File: src/rtl/rkwd_pkg.sv
// Package: shared types, key constants and key derivation for the rolling-key word decryptor.
package rkwd_pkg;

  localparam int unsigned WordW = 16;
  localparam int unsigned KeyW  = 32;
  localparam int unsigned NumLanes = 4;
  localparam int unsigned LaneIdxW = $clog2(NumLanes);

  localparam logic [KeyW-1:0] KeyC0 = 32'h5D58_8B65;
  localparam logic [KeyW-1:0] KeyC1 = 32'h359D_3E2A;
  localparam logic [KeyW-1:0] KeyC2 = 32'h70E4_4324;
  localparam logic [KeyW-1:0] KeyC3 = 32'h6C07_8965;

  // Four 16-bit key lanes, lane 0 in the low bits.
  typedef logic [NumLanes-1:0][WordW-1:0] lanes_t;

  typedef struct packed {
    logic [WordW-1:0] plain_word;
    logic             block_end;
  } res_t;

  typedef struct packed {
    logic                keys_loaded;
    logic [LaneIdxW-1:0] lane_index;
  } lane_status_t;

  // Derive both block keys from a seed; returns {k1, k0} as four lanes.
  function automatic lanes_t derive_lanes(input logic [KeyW-1:0] s);
    logic [KeyW-1:0] t;
    logic [KeyW-1:0] u;
    logic [KeyW-1:0] k0;
    logic [KeyW-1:0] k1;
    t  = s ^ (s + KeyC0);
    u  = t ^ (s - KeyC1);
    k0 = u ^ (t - KeyC2);
    k1 = k0 ^ (u + KeyC3);
    return {k1, k0};
  endfunction

endpackage

File: src/rtl/rkwd_keygen.sv
// Block key register: derives the four key lanes whenever the seed is written.
module rkwd_keygen import rkwd_pkg::*; (
  input  logic            clk_i,
  input  logic            rst_ni,
  input  logic            key_seed_we_i,
  input  logic [KeyW-1:0] key_seed_i,
  output lanes_t          key_lanes_o
);

  localparam lanes_t KeyReset = derive_lanes('0);

  lanes_t key_lanes_q;
  lanes_t key_lanes_d;

  assign key_lanes_d = key_seed_we_i ? derive_lanes(key_seed_i) : key_lanes_q;

  always_ff @(posedge clk_i or negedge rst_ni) begin
    if (!rst_ni) begin
      key_lanes_q <= KeyReset;
    end else begin
      key_lanes_q <= key_lanes_d;
    end
  end

  assign key_lanes_o = key_lanes_q;

endmodule

File: src/rtl/rkwd_lane_unit.sv
// Rolling lane state and the per-word XOR and add.
module rkwd_lane_unit import rkwd_pkg::*; (
  input  logic             clk_i,
  input  logic             rst_ni,
  input  logic             accept_i,
  input  logic [WordW-1:0] cipher_word_i,
  input  logic             last_word_i,
  input  lanes_t           key_lanes_i,
  output res_t             res_o,
  output lane_status_t     status_o
);

  lanes_t              lanes_q, lanes_d;
  lanes_t              cur_lanes;
  logic [LaneIdxW-1:0] idx_q, idx_d;
  logic [LaneIdxW-1:0] cur_idx;
  logic                loaded_q, loaded_d;
  logic [WordW-1:0]    plain;

  always_comb begin
    // A block start takes fresh lanes and lane zero.
    cur_lanes = loaded_q ? lanes_q : key_lanes_i;
    cur_idx   = loaded_q ? idx_q : '0;
    plain     = cipher_word_i ^ cur_lanes[cur_idx];
    lanes_d   = lanes_q;
    idx_d     = idx_q;
    loaded_d  = loaded_q;
    if (accept_i) begin
      lanes_d          = cur_lanes;
      lanes_d[cur_idx] = cur_lanes[cur_idx] + plain;
      idx_d            = cur_idx + 1'b1;
      loaded_d         = !last_word_i;
    end
  end

  always_ff @(posedge clk_i or negedge rst_ni) begin
    if (!rst_ni) begin
      lanes_q  <= '0;
      idx_q    <= '0;
      loaded_q <= 1'b0;
    end else begin
      lanes_q  <= lanes_d;
      idx_q    <= idx_d;
      loaded_q <= loaded_d;
    end
  end

  assign res_o.plain_word      = plain;
  assign res_o.block_end       = last_word_i;
  assign status_o.keys_loaded  = loaded_q;
  assign status_o.lane_index   = idx_q;

endmodule

File: src/rtl/rkwd_out_skid.sv
// Result register with a skid stage that absorbs one more item under output stall.
module rkwd_out_skid import rkwd_pkg::*; (
  input  logic clk_i,
  input  logic rst_ni,
  input  logic push_i,
  input  res_t push_data_i,
  output logic full_o,
  output logic out_valid_o,
  input  logic out_stall_i,
  output res_t out_data_o
);

  logic out_valid_q, out_valid_d;
  logic skid_valid_q, skid_valid_d;
  res_t out_data_q, out_data_d;
  res_t skid_data_q, skid_data_d;
  logic out_free;

  always_comb begin
    out_free     = !out_valid_q || !out_stall_i;
    out_valid_d  = out_valid_q;
    skid_valid_d = skid_valid_q;
    out_data_d   = out_data_q;
    skid_data_d  = skid_data_q;
    if (out_free) begin
      out_valid_d  = skid_valid_q || push_i;
      out_data_d   = skid_valid_q ? skid_data_q : push_data_i;
      skid_valid_d = 1'b0;
    end else if (push_i) begin
      skid_valid_d = 1'b1;
      skid_data_d  = push_data_i;
    end
  end

  always_ff @(posedge clk_i or negedge rst_ni) begin
    if (!rst_ni) begin
      out_valid_q  <= 1'b0;
      skid_valid_q <= 1'b0;
    end else begin
      out_valid_q  <= out_valid_d;
      skid_valid_q <= skid_valid_d;
    end
  end

  always_ff @(posedge clk_i) begin
    out_data_q  <= out_data_d;
    skid_data_q <= skid_data_d;
  end

  assign full_o      = skid_valid_q;
  assign out_valid_o = out_valid_q;
  assign out_data_o  = out_data_q;

endmodule

File: src/rtl/rolling_key_word_decryptor.sv
// Top level: rolling-key word decryptor, seed register, lane unit and output buffer.
//
//   channel   | handshake                    | payload
//   ----------+------------------------------+------------------------------
//   input     | in_valid_i / in_stall_o      | cipher_word_i, last_word_i
//   output    | out_valid_o / out_stall_i    | plain_word_o, block_end_o
//   config    | key_seed_we_i                | key_seed_i
//
// One item per cycle while in_stall_o is low; each result is registered, in the skid stage under stall.
// The lane XOR and add run in the accept cycle, into the result register or the skid stage.
// Key lanes are derived when the seed is written and picked up at the next block start.
// Reset clears the lanes, the lane index and the block state; seed keys reset to those of zero.
// Under output stall a skid stage absorbs one more item, then in_stall_o rises.
module rolling_key_word_decryptor import rkwd_pkg::*; (
  input  logic             clk_i,
  input  logic             rst_ni,
  input  logic             key_seed_we_i,
  input  logic [KeyW-1:0]  key_seed_i,
  input  logic             in_valid_i,
  output logic             in_stall_o,
  input  logic [WordW-1:0] cipher_word_i,
  input  logic             last_word_i,
  output logic             out_valid_o,
  input  logic             out_stall_i,
  output logic [WordW-1:0] plain_word_o,
  output logic             block_end_o
);

  lanes_t       key_lanes;
  res_t         res;
  res_t         out_data;
  lane_status_t status;
  logic         buf_full;
  logic         in_accept;

  // Accept whenever the skid stage has room.
  assign in_stall_o = buf_full;
  assign in_accept  = in_valid_i && !buf_full;

  rkwd_keygen u_keygen (
    .clk_i         (clk_i),
    .rst_ni        (rst_ni),
    .key_seed_we_i (key_seed_we_i),
    .key_seed_i    (key_seed_i),
    .key_lanes_o   (key_lanes)
  );

  rkwd_lane_unit u_lane_unit (
    .clk_i         (clk_i),
    .rst_ni        (rst_ni),
    .accept_i      (in_accept),
    .cipher_word_i (cipher_word_i),
    .last_word_i   (last_word_i),
    .key_lanes_i   (key_lanes),
    .res_o         (res),
    .status_o      (status)
  );

  rkwd_out_skid u_out_skid (
    .clk_i       (clk_i),
    .rst_ni      (rst_ni),
    .push_i      (in_accept),
    .push_data_i (res),
    .full_o      (buf_full),
    .out_valid_o (out_valid_o),
    .out_stall_i (out_stall_i),
    .out_data_o  (out_data)
  );

  assign plain_word_o = out_data.plain_word;
  assign block_end_o  = out_data.block_end;

  // A full skid stage implies a result is on display.
  assert property (@(posedge clk_i) disable iff (!rst_ni) buf_full |-> out_valid_o)
    else $error("skid stage full without a valid result");

  // Every accepted item leaves a result behind it.
  assert property (@(posedge clk_i) disable iff (!rst_ni) in_accept |=> out_valid_o)
    else $error("accepted item produced no result");

  // Block state follows the last flag.
  assert property (@(posedge clk_i) disable iff (!rst_ni)
      in_accept |=> (status.keys_loaded == !$past(last_word_i)))
    else $error("block state does not follow last flag");

  // Lane index advances from the block start or the previous lane.
  assert property (@(posedge clk_i) disable iff (!rst_ni)
      in_accept |=> (status.lane_index ==
        ($past(status.keys_loaded) ? LaneIdxW'($past(status.lane_index) + 1'b1)
                                   : LaneIdxW'(1))))
    else $error("lane index did not advance");

endmodule
File: config.mk
export PLATFORM = sky130hd
export DESIGN_NAME = rolling_key_word_decryptor
export DESIGN_NICKNAME = d
export VERILOG_FILES = /design/src/rtl/rkwd_pkg.sv /design/src/rtl/rkwd_keygen.sv /design/src/rtl/rkwd_lane_unit.sv /design/src/rtl/rkwd_out_skid.sv /design/src/rtl/rolling_key_word_decryptor.sv
export SDC_FILE = /design/constraint.sdc
export NUM_CORES = 1
export LEC_CHECK = 0
export BUFFER_PORTS_ARGS = -buffer_cell sky130_fd_sc_hd__buf_2
export CORE_ASPECT_RATIO = 0.75
export CORE_MARGIN = 3
export CORE_UTILIZATION = 50
export CTS_CLUSTER_SIZE = 25
export DETAILED_ROUTE_END_ITERATION = 6
export HOLD_SLACK_MARGIN = 0.08
export PLACE_DENSITY = 0.74
export RECOVER_POWER = 100
export REMOVE_ABC_BUFFERS = 1
export SLEW_MARGIN = 15
export SYNTH_ARGS = -nofsm -noshare
export SYNTH_HDL_FRONTEND = slang
export SYNTH_HIERARCHICAL = 1
export SYNTH_SLANG_ARGS = --single-unit
File: constraint.sdc
create_clock -name clk_i -period 6.2 [get_ports clk_i]
set_input_delay 1.24 -clock clk_i [delete_from_list [all_inputs] [get_ports clk_i]]
set_output_delay 1.24 -clock clk_i [all_outputs]
set_load 0.005 [all_outputs]
* After elaboration in Yosys (flattened, before gate mapping)
Cells that the tools add are included.
** Word-level totals
- Register bits after elaboration :: 167
- Word-level logic and storage cells :: 50
- Output and inout bits :: 19
** Operators by class
- Bitwise logic cells :: 6
- Add/sub/neg operators :: 6
- Reduce and logical (&&, ||, !) cells :: 10
- Mux-type cells :: 10
- Order comparisons :: 2
** Operators by type and width (count)
- XOR 32 bit :: 4
- adder 32 x 31 -> 32 bit (second input constant) :: 2
- bitwise mux 64 bit :: 1
- 2-to-1 mux 64 bit :: 1
- binary-select mux 16 bit (select 2 bit) :: 1
- demux 16 bit (select 2 bit) :: 1
- 2-to-1 mux 16 bit :: 2
- subtractor 32 x 30 -> 32 bit (second input constant) :: 1
- subtractor 32 x 31 -> 32 bit (second input constant) :: 1
- 2-to-1 mux 17 bit :: 1
- adder 16 bit :: 1
- XOR 16 bit :: 1
- zero test 1 bit :: 4
- less-than comparator 2 x 3 -> 1 bit (second input constant) :: 1
- adder 2 x 1 -> 2 bit (second input constant) :: 1
- greater-or-equal comparator 2 x 1 -> 1 bit (second input constant) :: 1
- logical AND 1 bit :: 2
- logical OR 1 bit :: 2
- 2-to-1 mux 1 bit :: 2
- 2-to-1 mux 2 bit :: 1
- AND reduction 2 bit :: 1
- nonzero test 2 bit :: 1
- inverter 1 bit :: 1

* Longest topological paths before layout
Gate-level depths: netlist of the first run.
- Depth in word-level cells :: 6
- Mapped depth :: 13
- Gate-level depth less buffers :: 12

* By module
Netlist of the first run, hierarchy kept.
** By module, submodules not included
- rkwd_keygen :: cells each 663, area an instance 5779.3 µm², times used 1
- rkwd_lane_unit :: cells each 488, area an instance 4669.5 µm², times used 1
- rkwd_out_skid :: cells each 59, area an instance 1353.8 µm², times used 1
- rolling_key_word_decryptor :: cells each 1, area an instance 13.8 µm², times used 1

* Worst setup path before layout of the first run
OpenSTA, ideal clock, no wires.
- Path type :: in2reg
- Start point :: in key_seed_i[2]
- End point :: reg u_keygen.key_lanes_q, in the netlist u_keygen/key_lanes_o[63]
- Data required time :: 6113 ps
- Path buffers :: 1
- Setup slack :: 2499 ps
- Library setup time :: 87 ps
- Data arrival time :: 3614 ps
- Stages on the path :: 12
- Cells stage by stage :: buf_6 inv_1 ha_1 nor2b_1 o21ai_2 a2111o_1 a2111o_1 nand4_1 mux2_2 o21bai_1 a311o_1 a211oi_2
** On the way
- Cells in the longest elaborated chain, start to end :: 5
- Elaborated cells between the ends (all ways) :: 8
- Those cells by class :: add/sub: 4; bitwise: 4
** RTL lines
- start: declaration :: line rolling_key_word_decryptor.sv:18 : input logic [KeyW-1:0] key_seed_i,
- adder 32 x 31 -> 32 bit :: line rkwd_pkg.sv:33 : t = s ^ (s + KeyC0);
- XOR 32 bit :: line rkwd_pkg.sv:33
- subtractor 32 x 31 -> 32 bit or XOR 32 bit (tied branches) :: line rkwd_pkg.sv:35, rkwd_pkg.sv:34
- XOR 32 bit or adder 32 x 31 -> 32 bit (tied branches) :: line rkwd_pkg.sv:35, rkwd_pkg.sv:36
- XOR 32 bit (*) :: line rkwd_pkg.sv:36 : k1 = k0 ^ (u + KeyC3);
- end signal: assignment :: line rkwd_keygen.sv:19 : key_lanes_q <= KeyReset;
- end signal: assignment :: line rkwd_keygen.sv:21 : key_lanes_q <= key_lanes_d;
- end: declaration :: line rkwd_keygen.sv:12 : lanes_t key_lanes_q;
Every way passes the cells marked *; elsewhere a longest branch is shown, timed or not.
A chain may end at the register's enable or synchronous reset.

* Final worst setup path of the first run
- Start point :: in in_valid_i
- End point :: reg u_lane_unit/lanes_q[62] (netlist name)
** On the way
- Cells in the longest elaborated chain, start to end :: 1
** RTL lines
- start: declaration :: line rolling_key_word_decryptor.sv:19 : input logic in_valid_i,
- logical AND 1 bit :: line rolling_key_word_decryptor.sv:38 : assign in_accept = in_valid_i && !buf_full;
- via in_accept :: line rolling_key_word_decryptor.sv:34 : logic in_accept;
- end signal: assignment :: line rkwd_lane_unit.sv:42 : lanes_q <= lanes_d;
- end: declaration :: line rkwd_lane_unit.sv:13 : lanes_t lanes_q, lanes_d;
The timed path passes the listed nets, and every way through them passes these cells.

==> results of run 1 <==
## layout make-up
cell class / count / share of cell area
Multi-Input combinational cell: 915 / 0.5293
Clock buffer: 18 / 0.03474
Inverter: 56 / 0.01663
Sequential cell: 166 / 0.3454
Tap cell: 300 / 0.02969
Clock inverter: 14 / 0.01059
Timing Repair Buffer: 85 / 0.03365
## routing by layer
layer  vias up  GRT usage  part of all wire
li1       4514          -                 -
met1      4826     0.3743              0.44
met2       453     0.3778              0.44
met3        47    0.07263             0.097
met4         0    0.07652             0.020
met5         -          0                 0
## worst paths after layout
kind	cells past startpoint	start	end	slack, ps
max in group asynchronous	2	rst_ni	u_lane_unit/lanes_q[13]	1670
worst max-delay path	7	in_valid_i	u_lane_unit/lanes_q[62]	1360
worst min-delay path	2	u_lane_unit/lanes_q[4]	u_lane_unit/lanes_q[4]	480
worst min register to register	2	u_lane_unit/lanes_q[4]	u_lane_unit/lanes_q[4]	480
worst max register to register	7	u_out_skid/full_o	u_lane_unit/lanes_q[62]	1630
min in group asynchronous	1	rst_ni	u_keygen/key_lanes_o[0]	2180
## worst max-delay path: cells and delay by family
family	cells	cell delay [ps]
AO/OA/AOI/OAI	3	760
buffers and inverters	3	1780
AND/OR/NAND/NOR	1	1340
## power by group
part	leakage [nW]	internal, mW	switching [mW]
Clock	0.278	0.543	0.496
Combinational	2.90	0.931	1.27
Sequential	1.87	1.55	0.245
Total	5.05	3.02	2.01
## flip-flops by register name, summed over array words and instances (netlist names)
name                    count
u_keygen/key_lanes_o       63
u_lane_unit/idx_q           2
u_lane_unit/lanes_q        64
u_lane_unit/loaded_q        1
u_out_skid/full_o           1
u_out_skid/out_data_o      17
u_out_skid/out_valid_o      1
u_out_skid/skid_data_q     17
==> flow_summary.json, run 1 <==
{
  "slew_headroom": -1.677,
  "cp-start-kind": "input port",
  "fin_crit_sh": 0.7804,
  "rsz0062_at_grt": "no",
  "ios": 73,
  "register_area_sq_um": 4367,
  "portBuffers": 72,
  "finalInstanceArea_sq_um": 12640,
  "dpl_worst_slack_ps": 1581,
  "die_area_sq_um": 25520,
  "syn_to_final_growth_pct": 7.056,
  "drive_gt1_frac": 0.1826,
  "clock_skew_ps": 12.66,
  "fin_hold_ws_ps": 479.2,
  "hold_class": "reg -> reg",
  "cts_tree": "yes",
  "clock_sinks": 166,
  "multi_input_area_sq_um": 6691,
  "avgSynthCellArea_sq_um": 9.759,
  "grt_max_degree": 89,
  "setup_viol": 0,
  "final_common_cell": "dfrtp_1",
  "start_util": 0.5107,
  "ctsResizeCount": 0,
  "clock_latency_ps": 440,
  "p_leak_nw": 5.049,
  "layout.nets": 1319,
  "slowest_delay_ps": 1340,
  "placementRows": 48,
  "finalHoldViolations": 0,
  "grt_usage": 0.2583,
  "nFillCells": 2048,
  "cts.htree.levels": 4,
  "drv_cap": 3,
  "vias": 9840,
  "final_core_util": 0.5468,
  "grt_pass1_wl_um": 52500,
  "synthCells": 1210,
  "ir_drop_v": 0.0002375,
  "grt_pass1_vias": 9529,
  "slew_violations": 112,
  "cts.root.buffer_cell": "clkbuf_16",
  "hpwl_um": 23970,
  "cts_setup_buffers": 0,
  "vias_per_cell": 6.332,
  "cts_buffer_depth": 2,
  "period_needed_ps": 4838,
  "routed_wl_um": 32760,
  "first_iter_violations": 1158,
  "tns_ps": 0,
  "arrival_ps": 5130,
  "layout_common_cells": "dfrtp_1 (98), nand2_1 (95), nor2_1 (94), xnor2_1 (93), o21ai_0 (84)",
  "run_status": "complete, but fails checks",
  "worst-setup-path-type": "in -> reg",
  "antenna_found_initial": 0,
  "clk_pin_slew_ps": 70,
  "crit_path_end_kind": "flop",
  "yosys_warnings": 6,
  "hold_buffers": 0,
  "drc_errors": 0,
  "crit_fanout": 39,
  "p_per_area_nw_per_um2": 397.9,
  "synthesis.area_sq_um": 11810,
  "gr-total-overflow": 0,
  "placed_area_sq_um": 12270,
  "dp_cells": 1522,
  "ant_nets": 0,
  "core-area_sq_um": 23120,
  "required_ps": 6490,
  "wl_per_cell_um": 21.08,
  "firstDrtPassIters": 6,
  "path_cells": "buf_2, nor2b_1, clkbuf_1, o21ai_0, clkbuf_1, a32oi_1, o21ai_0",
  "fmaxAchievable_ghz": 0.2067,
  "p_total_mw": 5.030,
  "gp_congestion": 0.9478,
  "violations": "max-capacitance violations, max-slew violations",
  "worst_pin_slew_ps": 4016,
  "slowest_stage": "nor2b_1",
  "n_antenna_cell": 0,
  "die_y_um": 139.1,
  "die_w_um": 183.5,
  "cts_buffers": 17,
  "fin_ws_ps": 1362,
  "fin_cells": 1554
}
(Power assumes the default switching activity.)
==> run 2, diff against run 1 <==
PLACE_DENSITY = 0.76   (was 0.74)
clock period = 4 ns   (was 6.2 ns; I/O delays follow)
==> run 2 against run 1 <==
The flow finishes with violations (design-rule violations, max-capacitance violations, max-slew violations). Clock skew is 1.9 ps lower. Utilization rose by 0.91 points. Cell count is 1.1% higher. Critical path depth fell by 2. Register-to-register slack got worse by 1400 ps. Final area increased by 1.7%. Power rose by 59%. Global-route usage is 0.42 points higher. Sequential share of layout area is 0.56 points lower. Sequential power increased by 55%. Count of clock-buffer cells in the layout grew 1. Largest power group unchanged. Highest routed layer unchanged.
==> flow_summary.json, run 2 (same netlist as run 1, synthesis figures left out) <==
{
  "routed_wl_um": 33650,
  "placementRows": 48,
  "worst_pin_slew_ps": 1823,
  "crit_end": "u_lane_unit/lanes_q[29]",
  "grt_max_degree": 89,
  "die_area_sq_um": 25520,
  "antenna_found_initial": 1,
  "setup_viol": 0,
  "drive_gt1_frac": 0.1920,
  "period_needed_ps": 3750,
  "busiest_layer": "met1",
  "core-area_sq_um": 23120,
  "drv_cap": 3,
  "layout.nets": 1336,
  "ctsResizeCount": 0,
  "grtUsageMet1": 0.3894,
  "largest_reg_flops": 64,
  "run_status": "complete, but fails checks",
  "slowest_stage": "nor2b_1",
  "required_ps": 4370,
  "cp-start-kind": "input port",
  "clk_pin_slew_ps": 70,
  "crit_start": "in_valid_i",
  "ios": 73,
  "die_w_um": 183.5,
  "portBuffers": 72,
  "path_cells": "buf_2, nor2b_1, inv_1, nor2_1, a221o_1",
  "cts.htree.levels": 4,
  "worst-setup-path-type": "in -> reg",
  "clock_skew_ps": 10.74,
  "slowest_delay_ps": 1350,
  "p_leak_nw": 5.145,
  "crit_path_end_kind": "flop",
  "grt_pass1_vias": 9560,
  "grt_pass1_wl_um": 53370,
  "cts_setup_buffers": 0,
  "first_iter_violations": 1298,
  "vias_per_cell": 6.391,
  "grtUsageMet3": 0.06424,
  "grt_usage": 0.2625,
  "hold_class": "reg -> reg",
  "clock_sinks": 166,
  "reg2regPathDepth": 12,
  "cts_buffer_depth": 2,
  "hpwl_um": 25070,
  "r2r_start": "u_lane_unit/idx_q[0]",
  "die_y_um": 139.1,
  "r2r_slack_ps": 270,
  "arrival_ps": 4120,
  "slew_violations": 186,
  "tns_ps": 0,
  "r2r_end": "u_lane_unit/lanes_q[13]",
  "drc_errors": 4,
  "start_util": 0.5107,
  "fin_crit_sh": 0.9375,
  "fmaxAchievable_ghz": 0.2667,
  "crit_fanout": 28,
  "ir_drop_v": 0.0003204,
  "largest_register": "u_lane_unit/lanes_q",
  "gr-total-overflow": 0,
  "firstDrtPassIters": 7,
  "cts_buffers": 17,
  "nFillCells": 2029,
  "gp_congestion": 0.9590,
  "slew_headroom": -0.2151,
  "vias": 10040,
  "layout_common_cells": "dfrtp_1 (98), nor2_1 (96), nand2_1 (95), xnor2_1 (92), o21ai_0 (80)",
  "finalHoldViolations": 0,
  "ant_nets": 0,
  "n_antenna_cell": 0,
  "rsz0062_at_grt": "no",
  "clock_latency_ps": 430,
  "cts_tree": "yes",
  "grtUsageMet2": 0.3819,
  "hold_buffers": 0,
  "p_per_area_nw_per_um2": 622.2,
  "wl_per_cell_um": 21.42,
  "syn_to_final_growth_pct": 8.836,
  "violations": "design-rule violations, max-capacitance violations, max-slew violations",
  "cts.root.buffer_cell": "clkbuf_16",
  "final_core_util": 0.5558,
  "final_common_cell": "dfrtp_1"
}
## run 2: cell count changes in the layout (fill, tap and decap cells not counted), moves of 2 or more
cell       before  now
a21oi_4         0    2
clkbuf_2        0    4
o21ai_0        84   80
o21ai_2         2    4
o21ai_1         9   11
bufinv_16       0    3
buf_2          61   58
buf_4           8   17
inv_8           4    1
nor2_2          3    1
nor2_1         94   96
a21oi_1        55   53
clkbuf_1       16   23
## run 2: metrics by stage
stage / instance area [sq um] / instances / setup WS (ps) / hold slack, ps / power, mW
floorplan: 11430 / 1137 / 392.7 / 441.6 / 5.129
finish: 12850 / 1571 / 249.9 / 475.7 / 7.996
CTS: 13020 / 1571 / 424.3 / 482.0 / 8.020
detailed placement: 12410 / 1539 / 107.1 / 467.7 / 6.260
global route: 12850 / 1571 / 91.82 / 507.9 / 8.410
global placement: 12410 / 1539 / 196.3 / 458.3 / 6.163
## run 2: power breakdown
group / switching (mW) / internal, mW / total [mW] / leakage [nW]
clock: 0.711 / 1.01 / 1.72 / 0.300
sequential: 0.370 / 2.40 / 2.77 / 1.87
combinational: 2.03 / 1.48 / 3.51 / 2.97
total: 3.11 / 4.89 / 8.00 / 5.15
## run 2: worst max-delay path, delay by kind of cell
family          cells  cell delay [ps]
simple gates        2             2050
compound gates      1              250
buf+inv             2             1000
## run 2: final cells by class
| class | count | area (sq um) | area share |
|---|---|---|---|
| Inverter | 56 | 210.2 | 0.01636 |
| Clock inverter | 13 | 171.4 | 0.01334 |
| Clock buffer | 19 | 442.9 | 0.03446 |
| Multi-Input combinational cell | 915 | 6761 | 0.5261 |
| Timing Repair Buffer | 102 | 524.3 | 0.04079 |
| Sequential cell | 166 | 4367 | 0.3398 |
| Tap cell | 300 | 375.4 | 0.02921 |
## run 2: worst min-delay path by stage
| stage | cells past startpoint | to | start | slack, ps |
|---|---|---|---|---|
| 3_5_place_dp | 2 | u_lane_unit/lanes_q[53] | u_lane_unit/lanes_q[53] | 470 |
| 3_3_place_gp | 2 | u_lane_unit/lanes_q[5] | u_lane_unit/lanes_q[5] | 460 |
| 5_1_grt | 2 | u_lane_unit/lanes_q[5] | u_lane_unit/lanes_q[5] | 510 |
| 4_1_cts | 2 | u_lane_unit/lanes_q[53] | u_lane_unit/lanes_q[53] | 480 |
| 2_1_floorplan | 2 | u_lane_unit/lanes_q[20] | u_lane_unit/lanes_q[20] | 440 |
| 6_report | 2 | u_lane_unit/lanes_q[53] | u_lane_unit/lanes_q[53] | 480 |
## run 2: per-layer routing
layer	routed length [um]	part of all wire	up-vias
li1	-	-	4547
met1	14570	0.43	4863
met2	14520	0.43	550
met3	3696	0.11	81
met4	859	0.026	0
met5	0	0	-
